--- src/rtl/shell_command_tokenizer_defines.svh ---
`ifndef SHELL_COMMAND_TOKENIZER_DEFINES_SVH
`define SHELL_COMMAND_TOKENIZER_DEFINES_SVH

// Check that cons holds in the same cycle as ante.
`define SCT_ASSERT_NOW(lbl, ante, cons, msg) \
    lbl: assert property (@(posedge i_clk) disable iff (!i_rst_n) (ante) |-> (cons)) \
        else $error(msg);

// Check that cons holds in the cycle after ante.
`define SCT_ASSERT_NEXT(lbl, ante, cons, msg) \
    lbl: assert property (@(posedge i_clk) disable iff (!i_rst_n) (ante) |=> (cons)) \
        else $error(msg);

`endif

--- src/rtl/sct_pkg.sv ---
package sct_pkg;

    localparam int MAX_RES = 3;

    typedef enum logic [1:0] {
        KIND_TEXT = 2'd0,
        KIND_END  = 2'd1,
        KIND_LINE = 2'd2
    } t_kind;

    typedef enum logic [2:0] {
        MODE_IDLE    = 3'b001,
        MODE_TOKEN   = 3'b010,
        MODE_COMMENT = 3'b100
    } t_mode;

    typedef enum logic [2:0] {
        PFX_NONE = 3'd0,
        PFX_LT   = 3'd1,
        PFX_GT   = 3'd2,
        PFX_GG   = 3'd3,
        PFX_GA   = 3'd4,
        PFX_GGA  = 3'd5,
        PFX_AMP  = 3'd6,
        PFX_BAR  = 3'd7
    } t_prefix;

    typedef enum logic [1:0] {
        QUOTE_NONE   = 2'd0,
        QUOTE_SINGLE = 2'd1,
        QUOTE_DOUBLE = 2'd2
    } t_quote;

    typedef struct packed {
        t_mode   mode;
        t_prefix prefix;
        t_quote  quote;
        logic    esc;
    } t_state;

    localparam t_state STATE_RESET = '{
        mode: MODE_IDLE, prefix: PFX_NONE, quote: QUOTE_NONE, esc: 1'b0
    };

    typedef struct packed {
        t_kind      kind;
        logic [7:0] text_byte;
        logic [4:0] token_type;
        logic       error;
    } t_result;

    typedef t_result [MAX_RES-1:0] t_result_list;

    typedef struct packed {
        t_result res;
        logic    last;
    } t_out_word;

    // token types
    localparam logic [4:0] TT_SIMPLE   = 5'd0;
    localparam logic [4:0] TT_LT_LT    = 5'd1;
    localparam logic [4:0] TT_LT       = 5'd2;
    localparam logic [4:0] TT_GGA_BANG = 5'd3;
    localparam logic [4:0] TT_GGA      = 5'd4;
    localparam logic [4:0] TT_GG_BANG  = 5'd5;
    localparam logic [4:0] TT_GG       = 5'd6;
    localparam logic [4:0] TT_GA_BANG  = 5'd7;
    localparam logic [4:0] TT_GA       = 5'd8;
    localparam logic [4:0] TT_GT_BANG  = 5'd9;
    localparam logic [4:0] TT_GT       = 5'd10;
    localparam logic [4:0] TT_SEMI     = 5'd11;
    localparam logic [4:0] TT_AND_AND  = 5'd12;
    localparam logic [4:0] TT_AMP      = 5'd13;
    localparam logic [4:0] TT_OR_OR    = 5'd14;
    localparam logic [4:0] TT_BAR_AMP  = 5'd15;
    localparam logic [4:0] TT_BAR      = 5'd16;
    localparam logic [4:0] TT_LPAREN   = 5'd17;
    localparam logic [4:0] TT_RPAREN   = 5'd18;

    // characters
    localparam logic [7:0] CH_NUL    = 8'h00;
    localparam logic [7:0] CH_TAB    = 8'h09;
    localparam logic [7:0] CH_NL     = 8'h0A;
    localparam logic [7:0] CH_VT     = 8'h0B;
    localparam logic [7:0] CH_FF     = 8'h0C;
    localparam logic [7:0] CH_CR     = 8'h0D;
    localparam logic [7:0] CH_SPACE  = 8'h20;
    localparam logic [7:0] CH_BANG   = 8'h21;
    localparam logic [7:0] CH_DQUOTE = 8'h22;
    localparam logic [7:0] CH_HASH   = 8'h23;
    localparam logic [7:0] CH_AMP    = 8'h26;
    localparam logic [7:0] CH_SQUOTE = 8'h27;
    localparam logic [7:0] CH_LPAREN = 8'h28;
    localparam logic [7:0] CH_RPAREN = 8'h29;
    localparam logic [7:0] CH_SEMI   = 8'h3B;
    localparam logic [7:0] CH_LT     = 8'h3C;
    localparam logic [7:0] CH_GT     = 8'h3E;
    localparam logic [7:0] CH_BSLASH = 8'h5C;
    localparam logic [7:0] CH_BAR    = 8'h7C;

endpackage

--- src/rtl/sct_in_if.sv ---
interface sct_in_if;
    logic       valid;
    logic       ready;
    logic [7:0] ch;

    modport source (output valid, output ch, input ready);
    modport sink   (input valid, input ch, output ready);
endinterface

--- src/rtl/sct_out_if.sv ---
interface sct_out_if;
    logic       valid;
    logic       ready;
    logic [1:0] kind;
    logic [7:0] text_byte;
    logic [4:0] token_type;
    logic       error;
    logic       last;

    modport source (output valid, output kind, output text_byte, output token_type,
                    output error, output last, input ready);
    modport sink   (input valid, input kind, input text_byte, input token_type,
                    input error, input last, output ready);
endinterface

--- src/rtl/sct_lexer.sv ---
module sct_lexer (
    input  sct_pkg::t_state       i_state,
    input  logic [7:0]            i_ch,
    output sct_pkg::t_result_list o_res,
    output logic [1:0]            o_count,
    output sct_pkg::t_state       o_next
);
    import sct_pkg::*;

    typedef struct packed {
        t_prefix    nxt;
        logic       used;
        logic [4:0] ttype;
    } t_ext;

    function automatic logic is_space(input logic [7:0] c);
        return c == CH_SPACE || c == CH_TAB || c == CH_NL || c == CH_VT ||
               c == CH_FF || c == CH_CR;
    endfunction

    function automatic logic is_meta(input logic [7:0] c);
        return c == CH_LT || c == CH_GT || c == CH_SEMI || c == CH_AMP ||
               c == CH_BAR || c == CH_LPAREN || c == CH_RPAREN;
    endfunction

    function automatic t_result text_res(input logic [7:0] c);
        return '{kind: KIND_TEXT, text_byte: c, token_type: TT_SIMPLE, error: 1'b0};
    endfunction

    function automatic t_result end_res(input logic [4:0] tt);
        return '{kind: KIND_END, text_byte: CH_NUL, token_type: tt, error: 1'b0};
    endfunction

    function automatic t_result line_res(input logic err);
        return '{kind: KIND_LINE, text_byte: CH_NUL, token_type: TT_SIMPLE, error: err};
    endfunction

    // Extend a pending operator; nxt != PFX_NONE means the byte grew it further.
    function automatic t_ext extend(input t_prefix p, input logic [7:0] c);
        t_ext e;
        e = '{nxt: PFX_NONE, used: 1'b0, ttype: TT_SIMPLE};
        unique case (p)
            PFX_LT: begin
                if (c == CH_LT) begin
                    e.used = 1'b1; e.ttype = TT_LT_LT;
                end else begin
                    e.ttype = TT_LT;
                end
            end
            PFX_GT: begin
                if (c == CH_GT) begin
                    e.nxt = PFX_GG;
                end else if (c == CH_AMP) begin
                    e.nxt = PFX_GA;
                end else if (c == CH_BANG) begin
                    e.used = 1'b1; e.ttype = TT_GT_BANG;
                end else begin
                    e.ttype = TT_GT;
                end
            end
            PFX_GG: begin
                if (c == CH_AMP) begin
                    e.nxt = PFX_GGA;
                end else if (c == CH_BANG) begin
                    e.used = 1'b1; e.ttype = TT_GG_BANG;
                end else begin
                    e.ttype = TT_GG;
                end
            end
            PFX_GA: begin
                if (c == CH_BANG) begin
                    e.used = 1'b1; e.ttype = TT_GA_BANG;
                end else begin
                    e.ttype = TT_GA;
                end
            end
            PFX_GGA: begin
                if (c == CH_BANG) begin
                    e.used = 1'b1; e.ttype = TT_GGA_BANG;
                end else begin
                    e.ttype = TT_GGA;
                end
            end
            PFX_AMP: begin
                if (c == CH_AMP) begin
                    e.used = 1'b1; e.ttype = TT_AND_AND;
                end else begin
                    e.ttype = TT_AMP;
                end
            end
            PFX_BAR: begin
                if (c == CH_BAR) begin
                    e.used = 1'b1; e.ttype = TT_OR_OR;
                end else if (c == CH_AMP) begin
                    e.used = 1'b1; e.ttype = TT_BAR_AMP;
                end else begin
                    e.ttype = TT_BAR;
                end
            end
            default: begin
                e.used = 1'b0;
            end
        endcase
        return e;
    endfunction

    t_result_list res;
    logic [1:0]   cnt;
    t_state       nxt;
    t_ext         ext;
    logic         consumed;
    logic         go_idle;
    logic         err;

    always_comb begin
        res      = '0;
        cnt      = 2'd0;
        nxt      = i_state;
        ext      = extend(i_state.prefix, i_ch);
        consumed = 1'b0;
        go_idle  = 1'b0;
        err      = 1'b0;

        if (i_state.mode == MODE_COMMENT) begin
            if (i_ch == CH_NUL) begin
                res[cnt] = line_res(1'b0);
                cnt      = cnt + 2'd1;
                nxt      = STATE_RESET;
            end
        end else begin
            if (i_state.prefix != PFX_NONE) begin
                nxt.prefix = ext.nxt;
                if (ext.nxt == PFX_NONE) begin
                    res[cnt] = end_res(ext.ttype);
                    cnt      = cnt + 2'd1;
                end
                consumed = ext.used || (ext.nxt != PFX_NONE);
            end

            if (!consumed) begin
                if (i_ch == CH_NUL) begin
                    if (i_state.mode == MODE_TOKEN) begin
                        // a trailing backslash is kept as text
                        if (i_state.esc) begin
                            res[cnt] = text_res(CH_BSLASH);
                            cnt      = cnt + 2'd1;
                        end
                        if (i_state.quote != QUOTE_NONE) begin
                            err = 1'b1;
                        end else begin
                            res[cnt] = end_res(TT_SIMPLE);
                            cnt      = cnt + 2'd1;
                        end
                    end
                    res[cnt] = line_res(err);
                    cnt      = cnt + 2'd1;
                    nxt      = STATE_RESET;
                end else if (i_state.mode == MODE_TOKEN) begin
                    if (i_state.esc) begin
                        nxt.esc = 1'b0;
                        if (i_ch == CH_NL) begin
                            // keep the backslash, then the newline ends the token
                            res[cnt] = text_res(CH_BSLASH);
                            cnt      = cnt + 2'd1;
                            res[cnt] = end_res(TT_SIMPLE);
                            cnt      = cnt + 2'd1;
                            nxt.mode = MODE_IDLE;
                        end else begin
                            res[cnt] = text_res(i_ch);
                            cnt      = cnt + 2'd1;
                        end
                    end else if (i_state.quote != QUOTE_NONE) begin
                        if ((i_state.quote == QUOTE_SINGLE && i_ch == CH_SQUOTE) ||
                            (i_state.quote == QUOTE_DOUBLE && i_ch == CH_DQUOTE)) begin
                            nxt.quote = QUOTE_NONE;
                        end else begin
                            res[cnt] = text_res(i_ch);
                            cnt      = cnt + 2'd1;
                        end
                    end else if (i_ch == CH_SQUOTE) begin
                        nxt.quote = QUOTE_SINGLE;
                    end else if (i_ch == CH_DQUOTE) begin
                        nxt.quote = QUOTE_DOUBLE;
                    end else if (i_ch == CH_BSLASH) begin
                        nxt.esc = 1'b1;
                    end else if (is_meta(i_ch) || is_space(i_ch)) begin
                        res[cnt] = end_res(TT_SIMPLE);
                        cnt      = cnt + 2'd1;
                        nxt.mode = MODE_IDLE;
                        go_idle  = 1'b1;
                    end else begin
                        res[cnt] = text_res(i_ch);
                        cnt      = cnt + 2'd1;
                    end
                end else begin
                    go_idle = 1'b1;
                end
            end

            // byte at a token start
            if (go_idle && !is_space(i_ch)) begin
                priority if (i_ch == CH_HASH) begin
                    nxt.mode = MODE_COMMENT;
                end else if (i_ch == CH_LT) begin
                    nxt.prefix = PFX_LT;
                end else if (i_ch == CH_GT) begin
                    nxt.prefix = PFX_GT;
                end else if (i_ch == CH_AMP) begin
                    nxt.prefix = PFX_AMP;
                end else if (i_ch == CH_BAR) begin
                    nxt.prefix = PFX_BAR;
                end else if (i_ch == CH_SEMI) begin
                    res[cnt] = end_res(TT_SEMI);
                    cnt      = cnt + 2'd1;
                end else if (i_ch == CH_LPAREN) begin
                    res[cnt] = end_res(TT_LPAREN);
                    cnt      = cnt + 2'd1;
                end else if (i_ch == CH_RPAREN) begin
                    res[cnt] = end_res(TT_RPAREN);
                    cnt      = cnt + 2'd1;
                end else begin
                    nxt.mode = MODE_TOKEN;
                    if (i_ch == CH_SQUOTE) begin
                        nxt.quote = QUOTE_SINGLE;
                    end else if (i_ch == CH_DQUOTE) begin
                        nxt.quote = QUOTE_DOUBLE;
                    end else if (i_ch == CH_BSLASH) begin
                        nxt.esc = 1'b1;
                    end else begin
                        res[cnt] = text_res(i_ch);
                        cnt      = cnt + 2'd1;
                    end
                end
            end
        end
    end

    assign o_res   = res;
    assign o_count = cnt;
    assign o_next  = nxt;

endmodule

--- src/rtl/shell_command_tokenizer.sv ---
// The first result of a byte is loaded into the output register once the byte is in the input
// register and the output register is free. Throughput: one result per cycle while the output
// is not stalled; a byte keeps the input register until its last result (at most three) loads.
// Reset (synchronous, active low) empties both registers and puts the lexer between tokens.
module shell_command_tokenizer (
    input  logic             i_clk,
    input  logic             i_rst_n,
    sct_in_if.sink           i_in,
    sct_out_if.source        o_out
);
    import sct_pkg::*;

    `include "shell_command_tokenizer_defines.svh"

    logic         r_in_valid, n_in_valid;
    logic [7:0]   r_ch;
    t_state       r_state, n_state;
    logic [1:0]   r_idx, n_idx;
    logic         r_out_valid, n_out_valid;
    t_out_word    r_out, n_out;

    t_result_list w_res;
    logic [1:0]   w_count;
    t_state       w_next;
    logic         w_out_free;
    logic         w_load;
    logic         w_is_last;
    logic         w_done;
    logic         w_in_take;

    sct_lexer u_lexer (
        .i_state (r_state),
        .i_ch    (r_ch),
        .o_res   (w_res),
        .o_count (w_count),
        .o_next  (w_next)
    );

    assign w_out_free = !r_out_valid || o_out.ready;
    assign w_is_last  = (r_idx == w_count - 2'd1);
    assign w_load     = r_in_valid && (w_count != 2'd0) && w_out_free;
    assign w_done     = r_in_valid && ((w_count == 2'd0) || (w_out_free && w_is_last));
    assign w_in_take  = i_in.valid && i_in.ready;

    always_comb begin
        n_in_valid  = r_in_valid;
        n_state     = r_state;
        n_idx       = r_idx;
        n_out_valid = r_out_valid;
        n_out       = r_out;

        if (w_done) begin
            n_in_valid = 1'b0;
            n_state    = w_next;
        end
        if (w_in_take) begin
            n_in_valid = 1'b1;
        end

        if (o_out.ready) begin
            n_out_valid = 1'b0;
        end
        if (w_load) begin
            n_out_valid  = 1'b1;
            n_out.res    = w_res[r_idx];
            n_out.last   = w_is_last;
            n_idx        = w_is_last ? 2'd0 : r_idx + 2'd1;
        end
    end

    always_ff @(posedge i_clk) begin
        if (!i_rst_n) begin
            r_in_valid  <= 1'b0;
            r_state     <= STATE_RESET;
            r_idx       <= 2'd0;
            r_out_valid <= 1'b0;
        end else begin
            r_in_valid  <= n_in_valid;
            r_state     <= n_state;
            r_idx       <= n_idx;
            r_out_valid <= n_out_valid;
        end
    end

    // hold the byte until all its results have been loaded into the output register
    always_ff @(posedge i_clk) begin
        if (w_in_take) begin
            r_ch <= i_in.ch;
        end
        r_out <= n_out;
    end

    assign i_in.ready       = !r_in_valid || w_done;
    assign o_out.valid      = r_out_valid;
    assign o_out.kind       = r_out.res.kind;
    assign o_out.text_byte  = r_out.res.text_byte;
    assign o_out.token_type = r_out.res.token_type;
    assign o_out.error      = r_out.res.error;
    assign o_out.last       = r_out.last;

    `SCT_ASSERT_NOW(a_idx_in_range, r_in_valid, (r_idx < w_count) || (r_idx == 2'd0), "result index past the last result of the word")
    `SCT_ASSERT_NOW(a_line_is_last, o_out.valid && (o_out.kind == KIND_LINE), o_out.last, "line end not marked last")
    `SCT_ASSERT_NEXT(a_line_resets, w_load && (w_res[r_idx].kind == KIND_LINE), r_state == STATE_RESET, "lexer state not cleared after line end")
    `SCT_ASSERT_NOW(a_comment_no_prefix, r_state.mode == MODE_COMMENT, r_state.prefix == PFX_NONE, "operator pending inside a comment")

endmodule
--- src/flat_wrapper.sv ---
// flat-port wrapper written by rule: the top's interface ports become plain ports
module shell_command_tokenizer_flat import sct_pkg::*;
  (i_clk, i_rst_n, i_in_valid, i_in_ch, i_in_ready, o_out_valid, o_out_kind, o_out_text_byte, o_out_token_type, o_out_error, o_out_last, o_out_ready);
  sct_in_if i_in_i ();
  sct_out_if o_out_i ();
  input  logic i_clk;
  input  logic i_rst_n;
  input wire logic [$bits(i_in_i.valid)-1:0] i_in_valid;
  input wire logic [$bits(i_in_i.ch)-1:0] i_in_ch;
  output wire logic [$bits(i_in_i.ready)-1:0] i_in_ready;
  output wire logic [$bits(o_out_i.valid)-1:0] o_out_valid;
  output wire logic [$bits(o_out_i.kind)-1:0] o_out_kind;
  output wire logic [$bits(o_out_i.text_byte)-1:0] o_out_text_byte;
  output wire logic [$bits(o_out_i.token_type)-1:0] o_out_token_type;
  output wire logic [$bits(o_out_i.error)-1:0] o_out_error;
  output wire logic [$bits(o_out_i.last)-1:0] o_out_last;
  input wire logic [$bits(o_out_i.ready)-1:0] o_out_ready;
  assign i_in_i.valid = i_in_valid;
  assign i_in_i.ch = i_in_ch;
  assign i_in_ready = i_in_i.ready;
  assign o_out_valid = o_out_i.valid;
  assign o_out_kind = o_out_i.kind;
  assign o_out_text_byte = o_out_i.text_byte;
  assign o_out_token_type = o_out_i.token_type;
  assign o_out_error = o_out_i.error;
  assign o_out_last = o_out_i.last;
  assign o_out_i.ready = o_out_ready;
  shell_command_tokenizer u_core (.i_clk(i_clk), .i_rst_n(i_rst_n), .i_in(i_in_i), .o_out(o_out_i));
endmodule
--- config.mk ---
export PLATFORM = sky130hd
export DESIGN_NAME = shell_command_tokenizer_flat
export DESIGN_NICKNAME = d
export VERILOG_FILES = /design/src/rtl/sct_pkg.sv /design/src/rtl/sct_in_if.sv /design/src/rtl/sct_out_if.sv /design/src/rtl/sct_lexer.sv /design/src/rtl/shell_command_tokenizer.sv /design/src/flat_wrapper.sv
export VERILOG_INCLUDE_DIRS = /design/src /design/src/rtl
export SDC_FILE = /design/constraint.sdc
export NUM_CORES = 1
export LEC_CHECK = 0
export BUFFER_PORTS_ARGS = -buffer_cell sky130_fd_sc_hd__buf_4
export CAP_MARGIN = 15
export CORE_MARGIN = 5
export CORE_UTILIZATION = 66
export CTS_CLUSTER_DIAMETER = 100
export DETAILED_ROUTE_END_ITERATION = 8
export GPL_ROUTABILITY_DRIVEN = 0
export HOLD_SLACK_MARGIN = 0.03
export PLACE_DENSITY = 0.87
export SYNTH_ARGS = -nofsm -noshare
export SYNTH_HDL_FRONTEND = slang
export SYNTH_SLANG_ARGS = --single-unit
--- constraint.sdc ---
create_clock -name i_clk -period 15.8 [get_ports i_clk]
set_clock_uncertainty 0.1 [all_clocks]
set_input_delay 3.16 -clock i_clk [delete_from_list [all_inputs] [get_ports i_clk]]
set_output_delay 3.16 -clock i_clk [all_outputs]
set_load 0.05 [all_outputs]
==> impl_summary.log, run 1 <==
INFO  metric wl_per_cell = 18.9 µm
INFO  metric layout_min_cycle_time = 9.01 ns
INFO  metric total_of_max_cap_violations = 0
INFO  metric leakage = 0.00156 µW
INFO  metric crit_path_end_kind = output port
INFO  metric synth_cell_types = 69
INFO  metric synth_fp_nets = 522
INFO  metric critical_path.slowest_cell = sky130_fd_sc_hd__edfxtp_1
INFO  metric rows = 27
INFO  metric timing.critical_path.cells = nor2_1 -> o2111ai_1 -> and2_1 -> inv_1 -> ha_1 -> o21ai_0 -> nand2_1 -> ha_1 -> nor2_1 -> a21oi_1 -> ha_1 -> nand3_1 -> nand3_1 -> ha_1 -> xor2_1 -> nand2_1 -> a21oi_1 -> mux2_4 -> o21ai_2 -> nand2_1 -> buf_4
INFO  metric final_min_period_over_clock_period = 0.571
INFO  metric final-setup-viol-count = 0
INFO  metric cp_data_required_time = 12.54 ns
INFO  metric postSynthRegisterBits = 38
INFO  metric clk_transition_reported_paths = 0.07 ns
INFO  metric path_delay_family = simple AND/OR/NAND/NOR gates
INFO  metric power.ir.vdd_worst = 0.0000639 V
INFO  metric final_layout_size_suffix_gt1_frac = 0.112
INFO  metric postcts_setup_bufs = 0
INFO  metric number_of_top_level_pins = 31
INFO  metric firstDrtPassIters = 8
INFO  metric worst_ep_arrival_time = 5.75 ns
INFO  metric async_set_or_reset_flop_fraction_in_the_synthesized_netlist = 0
INFO  metric yosys_warnings = 0
INFO  metric cts_inserted_buffers = 5
INFO  metric drt_iter0_markers = 548
INFO  metric total_die_area = 7360 µm²
INFO  metric hold_buffers = 0
INFO  metric ant_nets = 0
INFO  metric combinationalPowerShare = 0.435
INFO  metric post-dp-hpwl = 7.94 mm
INFO  metric antenna_cells_inserted = 0
INFO  metric average_instance_area_after_synthesis = 7.69 µm²
INFO  metric wire_length_of_the_first_global_routing_pass = 17.3 mm
INFO  metric critPathBufInv = 2
INFO  metric viasPerCell = 7.16
INFO  metric timing.hold.worst.class = register to register
INFO  metric run_status = complete, no violations
INFO  metric yosys_most_used_dff = sky130_fd_sc_hd__edfxtp_1
INFO  metric placement.io_buffers = 30
INFO  metric slew_violations = 0
INFO  metric clockRootBuffer = sky130_fd_sc_hd__clkbuf_8
INFO  metric tns = 0 ns
INFO  metric finish.utilization = 0.734
INFO  metric synthCells = 493
INFO  metric cp_max_fo = 19
INFO  metric worstSkewPairLatency = 0.30 ns
INFO  metric finalHoldViolCount = 0
INFO  metric tritoncts_clock_tree = built
INFO  metric gr-total-overflow = 0
INFO  metric worst-slew-pin-transition = 0.911 ns
INFO  metric start_util = 0.684
INFO  metric synth_sequential_area_ratio = 0.267
INFO  metric core_area = 5540 µm²
INFO  metric grt_max_degree = 24
INFO  metric unrepaired_setup_endpoints_after_global_routing = no
INFO  metric cts.sinks = 38
INFO  metric fmax = 0.111 GHz
INFO  metric most_used_cell_along_the_critical_path = sky130_fd_sc_hd__ha_1
INFO  metric seqPwrFrac = 0.378
INFO  metric gr-usage-all-layers = 0.291
INFO  metric internal_power = 212 µW
INFO  metric hold_ws = 0.508 ns
INFO  metric worst-setup-path-type = register to output port
INFO  metric fin_total_pwr = 372 µW
INFO  metric pwr-share-clk = 0.187
INFO  metric postCtsResizedCells = 0
INFO  metric die_width = 85.8 µm
INFO  metric power_per_cell_area = 91.5 nW/µm²
INFO  metric number_of_synthesized_flops_with_an_enable_pin = 25
INFO  metric drc_errors = 0
INFO  metric syn_to_final_growth = 7.26%
INFO  metric die_height = 85.8 µm
INFO  metric switching_share_of_total_power = 0.430
INFO  metric drt_wl_total = 10.8 mm
INFO  metric power.switching = 160 µW
INFO  metric htree_num_levels = 2
INFO  metric via_count = 4097
INFO  metric mappedNetlistArea = 3790 µm²
INFO  metric cts-root-to-sink-buffers = 2
INFO  metric critical_path.startpoint_type = register
INFO  metric max_slew_margin = 0.392
INFO  metric layout.nets = 528
INFO  metric grt_antenna_before_repair = 0
INFO  metric critical_path.max_stage_delay = 0.82 ns
INFO  metric first_global_vias = 3631
[cells in the mapped netlist (all sizes together), types with 6 or more instances]
cell,n,area [µm²]
nand2,50,188
nor2,45,169
o21ai,41,209
a21oi,30,173
nand3,28,140
edfxtp,25,751
clkbuf,21,78.8
nor3,21,115
ha,17,213
inv,16,60.1
nand4,16,100
and2,14,87.6
and3,13,81.3
dfxtp,13,260
buf,11,60.1
a31oi,10,62.6
nand2b,7,43.8
a22o,6,52.6
mux2i,6,60.1
nor2b,6,37.5
o22ai,6,37.5
o31ai,6,50.1
[power by group through the flow]
stage | registers [µW] | logic [µW] | clock network, µW
2_1_floorplan | 157 | 101 | 0
3_3_place_gp | 141 | 154 | 0
3_5_place_dp | 142 | 157 | 0
4_1_cts | 140 | 157 | 70.2
5_1_grt | 142 | 172 | 76.1
6_report | 141 | 162 | 69.7
[flip-flops by register name, indices dropped and copies added (netlist names)]
name                     flops
u_core.o_out.error           1
u_core.o_out.text_byte       8
u_core.o_out.last            1
u_core.r_state               9
u_core.r_in_valid            1
u_core.r_idx                 2
u_core.o_out.kind            2
u_core.o_out.valid           1
u_core.r_ch                  8
u_core.o_out.token_type      5
[tightest hold or removal path, delay by kind of cell, from the launching register on]
kind               cells  cell delay, ns
AOI/OAI and AO/OA      2            0.23
DFF                    1            0.35
[layout by cell type, fill, tap and decap left out, types with 10 or more instances in the layout]
cell type / instances
sky130_fd_sc_hd__nand2_1: 50
sky130_fd_sc_hd__and3_1: 13
sky130_fd_sc_hd__nand4_1: 16
sky130_fd_sc_hd__ha_1: 17
sky130_fd_sc_hd__a31oi_1: 10
sky130_fd_sc_hd__buf_4: 31
sky130_fd_sc_hd__dfxtp_1: 13
sky130_fd_sc_hd__inv_1: 16
sky130_fd_sc_hd__edfxtp_1: 25
sky130_fd_sc_hd__and2_1: 14
sky130_fd_sc_hd__nor3_1: 19
sky130_fd_sc_hd__nor2_1: 45
sky130_fd_sc_hd__nand3_1: 28
sky130_fd_sc_hd__o21ai_0: 40
sky130_fd_sc_hd__a21oi_1: 28
[stage by stage]
step | instances | setup WS, ns | area, µm²
finish | 572 | 6.79 | 4070
global route | 572 | 6.40 | 4070
CTS | 572 | 6.96 | 4070
detailed placement | 564 | 7.32 | 3980
global placement | 564 | 7.51 | 3980
floorplan | 493 | 8.14 | 3790
[path summary, 6_finish.rpt]
kind	start	depth (start not counted)	endpoint	slack (ns)
max	u_core.r_ch[4]	21	i_in_ready	6.79
min	u_core.r_in_valid	2	u_core.r_state[7]	0.51
max reg2reg	u_core.r_ch[4]	19	u_core.r_ch[6]	9.61
min reg2reg	u_core.r_in_valid	2	u_core.r_state[7]	0.51
[area by class of cell]
class	count	area (µm²)
multi-input cells	407	2580
fillers	450	1470
flip-flops and latches	38	1010
repair buffers	31	233
well taps	72	90.1
clock buffers	7	86.3
inverters	16	60.1
clock inverters	1	5.00
[logic make-up after synthesis]
logic type / synth area share
compound gates: 0.274
mux: 0.0257
buf+inv: 0.0525
fa+ha+maj: 0.0561
simple gates: 0.304
xor+xnor: 0.0208
flops: 0.267
[layer usage]
metal / up-vias / track usage / wire [µm]
li1: 1879 / - / -
met1: 1804 / 0.383 / 4160
met2: 360 / 0.418 / 4530
met3: 54 / 0.102 / 1620
met4: 0 / 0.150 / 499
met5: - / 0 / 0
Power figures use the tool's default switching activity.
==> run 2: changes to the inputs <==
- ABC_AREA: unset -> 1
- CORE_UTILIZATION: 66 -> 62
- PLACE_DENSITY: 0.87 -> 0.82
- clock period: 15.8 -> 8.6 ns (I/O delays scaled with it)
==> run 2 against run 1 <==
Effect of this change:
- via count rose by 9.1%
- register-to-register slack got worse by 8.0 ns
- die area up 7.5%
- area after synthesis up 1.9%
- design area rose by 3.3%
- hold slack got worse by 0.12 ns
- first-iteration DRC count rose by 50%
- sequential power is 68% higher
- synthesized cell count is 16% higher
- non-clock buffer count decreased by 1
- cell count up 17%
- sequential share of layout area is 0.79 points lower
==> impl_summary.log, run 2 <==
INFO  metric mappedNetlistArea = 3860 µm²
INFO  metric first_global_vias = 4020
INFO  metric worstSkewPairLatency = 0.30 ns
INFO  metric die_width = 88.9 µm
INFO  metric cp_data_required_time = 6.78 ns
INFO  metric syn_to_final_growth = 8.71%
INFO  metric critical_path.startpoint_type = register
INFO  metric average_instance_area_after_synthesis = 6.73 µm²
INFO  metric synth-simple-area-share = 0.359
INFO  metric core_area = 5990 µm²
INFO  metric fin_cells = 671
INFO  metric synth_cell_types = 51
INFO  metric registers.top_by_ff_count = u_core.r_state
INFO  metric combinational_family_with_the_most_area_after_synthesis = simple AND/OR/NAND/NOR gates
INFO  metric antenna_cells_inserted = 0
INFO  metric wire_length_of_the_first_global_routing_pass = 20.2 mm
INFO  metric cts-root-to-sink-buffers = 2
INFO  metric clockRootBuffer = sky130_fd_sc_hd__clkbuf_8
INFO  metric crit_path_end_kind = output port
INFO  metric final-setup-viol-count = 0
INFO  metric most_repeated_cell_in_the_gate_level_netlist_after_synthesis = sky130_fd_sc_hd__nand2_1
INFO  metric worst-slew-pin-transition = 0.982 ns
INFO  metric final_layout_size_suffix_gt1_frac = 0.161
INFO  metric wl_per_cell = 18.2 µm
INFO  metric ant_nets = 0
INFO  metric clk_transition_reported_paths = 0.08 ns
INFO  metric number_of_top_level_pins = 31
INFO  metric synth_compound_gate_area_share = 0.222
INFO  metric yosys-top-cells-area = sky130_fd_sc_hd__edfxtp_1 (19%), sky130_fd_sc_hd__nand2_1 (11%), sky130_fd_sc_hd__dfxtp_1 (6.7%)
INFO  metric yosys_warnings = 0
INFO  metric layout.cells.most_common_list = sky130_fd_sc_hd__nand2_1 (109), sky130_fd_sc_hd__inv_1 (66), sky130_fd_sc_hd__nor2_1 (64)
INFO  metric rows = 28
INFO  metric total_of_max_cap_violations = 0
INFO  metric synth_fp_nets = 603
INFO  metric viasPerCell = 6.66
INFO  metric synth_top_cell_by_area = sky130_fd_sc_hd__edfxtp_1
INFO  metric cts_inserted_buffers = 5
INFO  metric synthXorXnorAreaFrac = 0.00227
INFO  metric total_die_area = 7910 µm²
INFO  metric final_min_period_over_clock_period = 0.915
INFO  metric fmax = 0.127 GHz
INFO  metric async_set_or_reset_flop_fraction_in_the_synthesized_netlist = 0
INFO  metric placed_cells_incl_taps = 663
INFO  metric cp_max_fo = 17
INFO  metric worst_ep_arrival_time = 6.05 ns
INFO  metric tns = 0 ns
INFO  metric die_height = 88.9 µm
INFO  metric power_per_cell_area = 140 nW/µm²
INFO  metric yosys_most_used_dff = sky130_fd_sc_hd__edfxtp_1
INFO  metric grt_antenna_before_repair = 0
INFO  metric yosys.area_share.adder = 0.0551
INFO  metric drt_iter0_markers = 820
INFO  metric gr-usage-all-layers = 0.326
INFO  metric timing.hold.worst.class = register to register
INFO  metric synth_top_area_frac = 0.194
INFO  metric mostFrequentLayoutCell = sky130_fd_sc_hd__nand2_1
INFO  metric postcts_setup_bufs = 0
INFO  metric worst-setup-path-type = register to output port
INFO  metric most_instantiated_cells_after_synthesis = sky130_fd_sc_hd__nand2_1 (109), sky130_fd_sc_hd__inv_1 (66), sky130_fd_sc_hd__nor2_1 (64)
INFO  metric placement.io_buffers = 30
INFO  metric firstDrtPassIters = 7
INFO  metric r2r_setup_slack = 1.63 ns
INFO  metric run_status = complete, no violations
INFO  metric drt_wl_total = 12.2 mm
INFO  metric layout.nets = 624
INFO  metric cts.sinks = 38
INFO  metric postSynthRegisterBits = 38
INFO  metric unrepaired_setup_endpoints_after_global_routing = no
INFO  metric drc_errors = 0
INFO  metric start_util = 0.645
INFO  metric leakage = 0.00192 µW
INFO  metric finalHoldViolCount = 0
INFO  metric post-dp-hpwl = 9.45 mm
INFO  metric htree_num_levels = 2
INFO  metric muxShareOfSynthArea = 0
INFO  metric max_slew_margin = 0.337
INFO  metric number_of_synthesized_flops_with_an_enable_pin = 25
INFO  metric via_count = 4471
INFO  metric gr-total-overflow = 0
INFO  metric synthCells = 574
INFO  metric largest_reg_flops = 9
INFO  metric slew_violations = 0
INFO  metric synth_sequential_area_ratio = 0.262
INFO  metric tritoncts_clock_tree = built
INFO  metric layout_min_cycle_time = 7.87 ns
INFO  metric grt_max_degree = 19
INFO  metric power.ir.vdd_worst = 0.000104 V
INFO  metric hold_buffers = 0
INFO  metric postCtsResizedCells = 0
-- run 2: changes by cell type after synthesis, moves of 13 or more --
| cell | before | now |
|---|---|---|
| sky130_fd_sc_hd__and3_1 | 13 | 0 |
| sky130_fd_sc_hd__nor2_1 | 45 | 64 |
| sky130_fd_sc_hd__nand2_2 | 0 | 19 |
| sky130_fd_sc_hd__inv_1 | 16 | 66 |
| sky130_fd_sc_hd__inv_2 | 0 | 14 |
| sky130_fd_sc_hd__nand2_1 | 50 | 109 |
| sky130_fd_sc_hd__and2_1 | 14 | 0 |
-- run 2: power by group --
group          leakage, µW  internal, µW  total (µW)  switching, µW
combinational      0.00153          65.3         230            165
sequential        0.000344           219         237           18.1
clock            0.0000416          55.5         123           67.2
-- run 2: cell type report --
cell class / instances / area, µm²
tap: 75 / 93.8
fill: 524 / 1790
inverter: 83 / 317
clock buffer: 5 / 68.8
multi-input combinational: 437 / 2470
clock inverter: 3 / 16.3
timing repair buffer: 30 / 225
sequential: 38 / 1010
-- run 2: routing by layer --
metal,vias to the layer above,global-route usage,routed length (µm)
met5,-,0,0
met4,0,0.162,813
met3,91,0.0654,1580
met2,370,0.496,5140
met1,1963,0.442,4710
li1,2047,-,-
-- run 2: stage by stage --
step	hold slack, ns	utilization	power [µW]	setup WS [ns]	cell area [µm²]
2_1_floorplan	0.354	-	401	1.95	3860
3_3_place_gp	0.369	0.687	459	1.47	4120
3_5_place_dp	0.376	0.687	463	1.21	4120
4_1_cts	0.388	0.701	585	0.849	4200
5_1_grt	0.416	0.701	620	0.206	4200
6_report	0.387	0.701	590	0.727	4200
-- run 2: path summary, 6_finish.rpt --
| check | from | end | cells past startpoint |
|---|---|---|---|
| setup / recovery | u_core.r_ch[5] | i_in_ready | 27 |
| hold / removal | u_core.r_state[8] | u_core.r_state[8] | 2 |
| setup reg to reg | u_core.r_ch[5] | u_core.r_ch[1] | 28 |
| hold reg to reg | u_core.r_state[8] | u_core.r_state[8] | 2 |
-- run 2: cells by family after synthesis --
logic type	after synthesis
xor+xnor	1
fa+ha+maj	17
compound gates	133
buf+inv	99
simple gates	286
flops	38
-- run 2: worst max-delay path, stage by stage, from the launching register on --
cell and delay, ns:
sky130_fd_sc_hd__edfxtp_1 0.59, sky130_fd_sc_hd__clkinv_1 0.22, sky130_fd_sc_hd__nor2_1 0.13, sky130_fd_sc_hd__nand2_1 0.08, sky130_fd_sc_hd__nor2_2 0.26, sky130_fd_sc_hd__o21ai_2 0.13, sky130_fd_sc_hd__nand3_2 0.32, sky130_fd_sc_hd__clkinv_1 0.44
sky130_fd_sc_hd__ha_1 0.44, sky130_fd_sc_hd__nor2_1 0.10, sky130_fd_sc_hd__inv_1 0.06, sky130_fd_sc_hd__nand2_1 0.05, sky130_fd_sc_hd__nand2_1 0.04, sky130_fd_sc_hd__nand2_1 0.17, sky130_fd_sc_hd__inv_1 0.06, sky130_fd_sc_hd__ha_1 0.29
sky130_fd_sc_hd__o22ai_1 0.24, sky130_fd_sc_hd__inv_1 0.13, sky130_fd_sc_hd__ha_1 0.31, sky130_fd_sc_hd__a2111oi_0 0.35, sky130_fd_sc_hd__o21ai_0 0.13, sky130_fd_sc_hd__o21ai_0 0.10, sky130_fd_sc_hd__nand2_1 0.08, sky130_fd_sc_hd__ha_1 0.30
sky130_fd_sc_hd__xor2_1 0.23, sky130_fd_sc_hd__nand4_2 0.17, sky130_fd_sc_hd__nand3_1 0.12, sky130_fd_sc_hd__buf_4 0.21
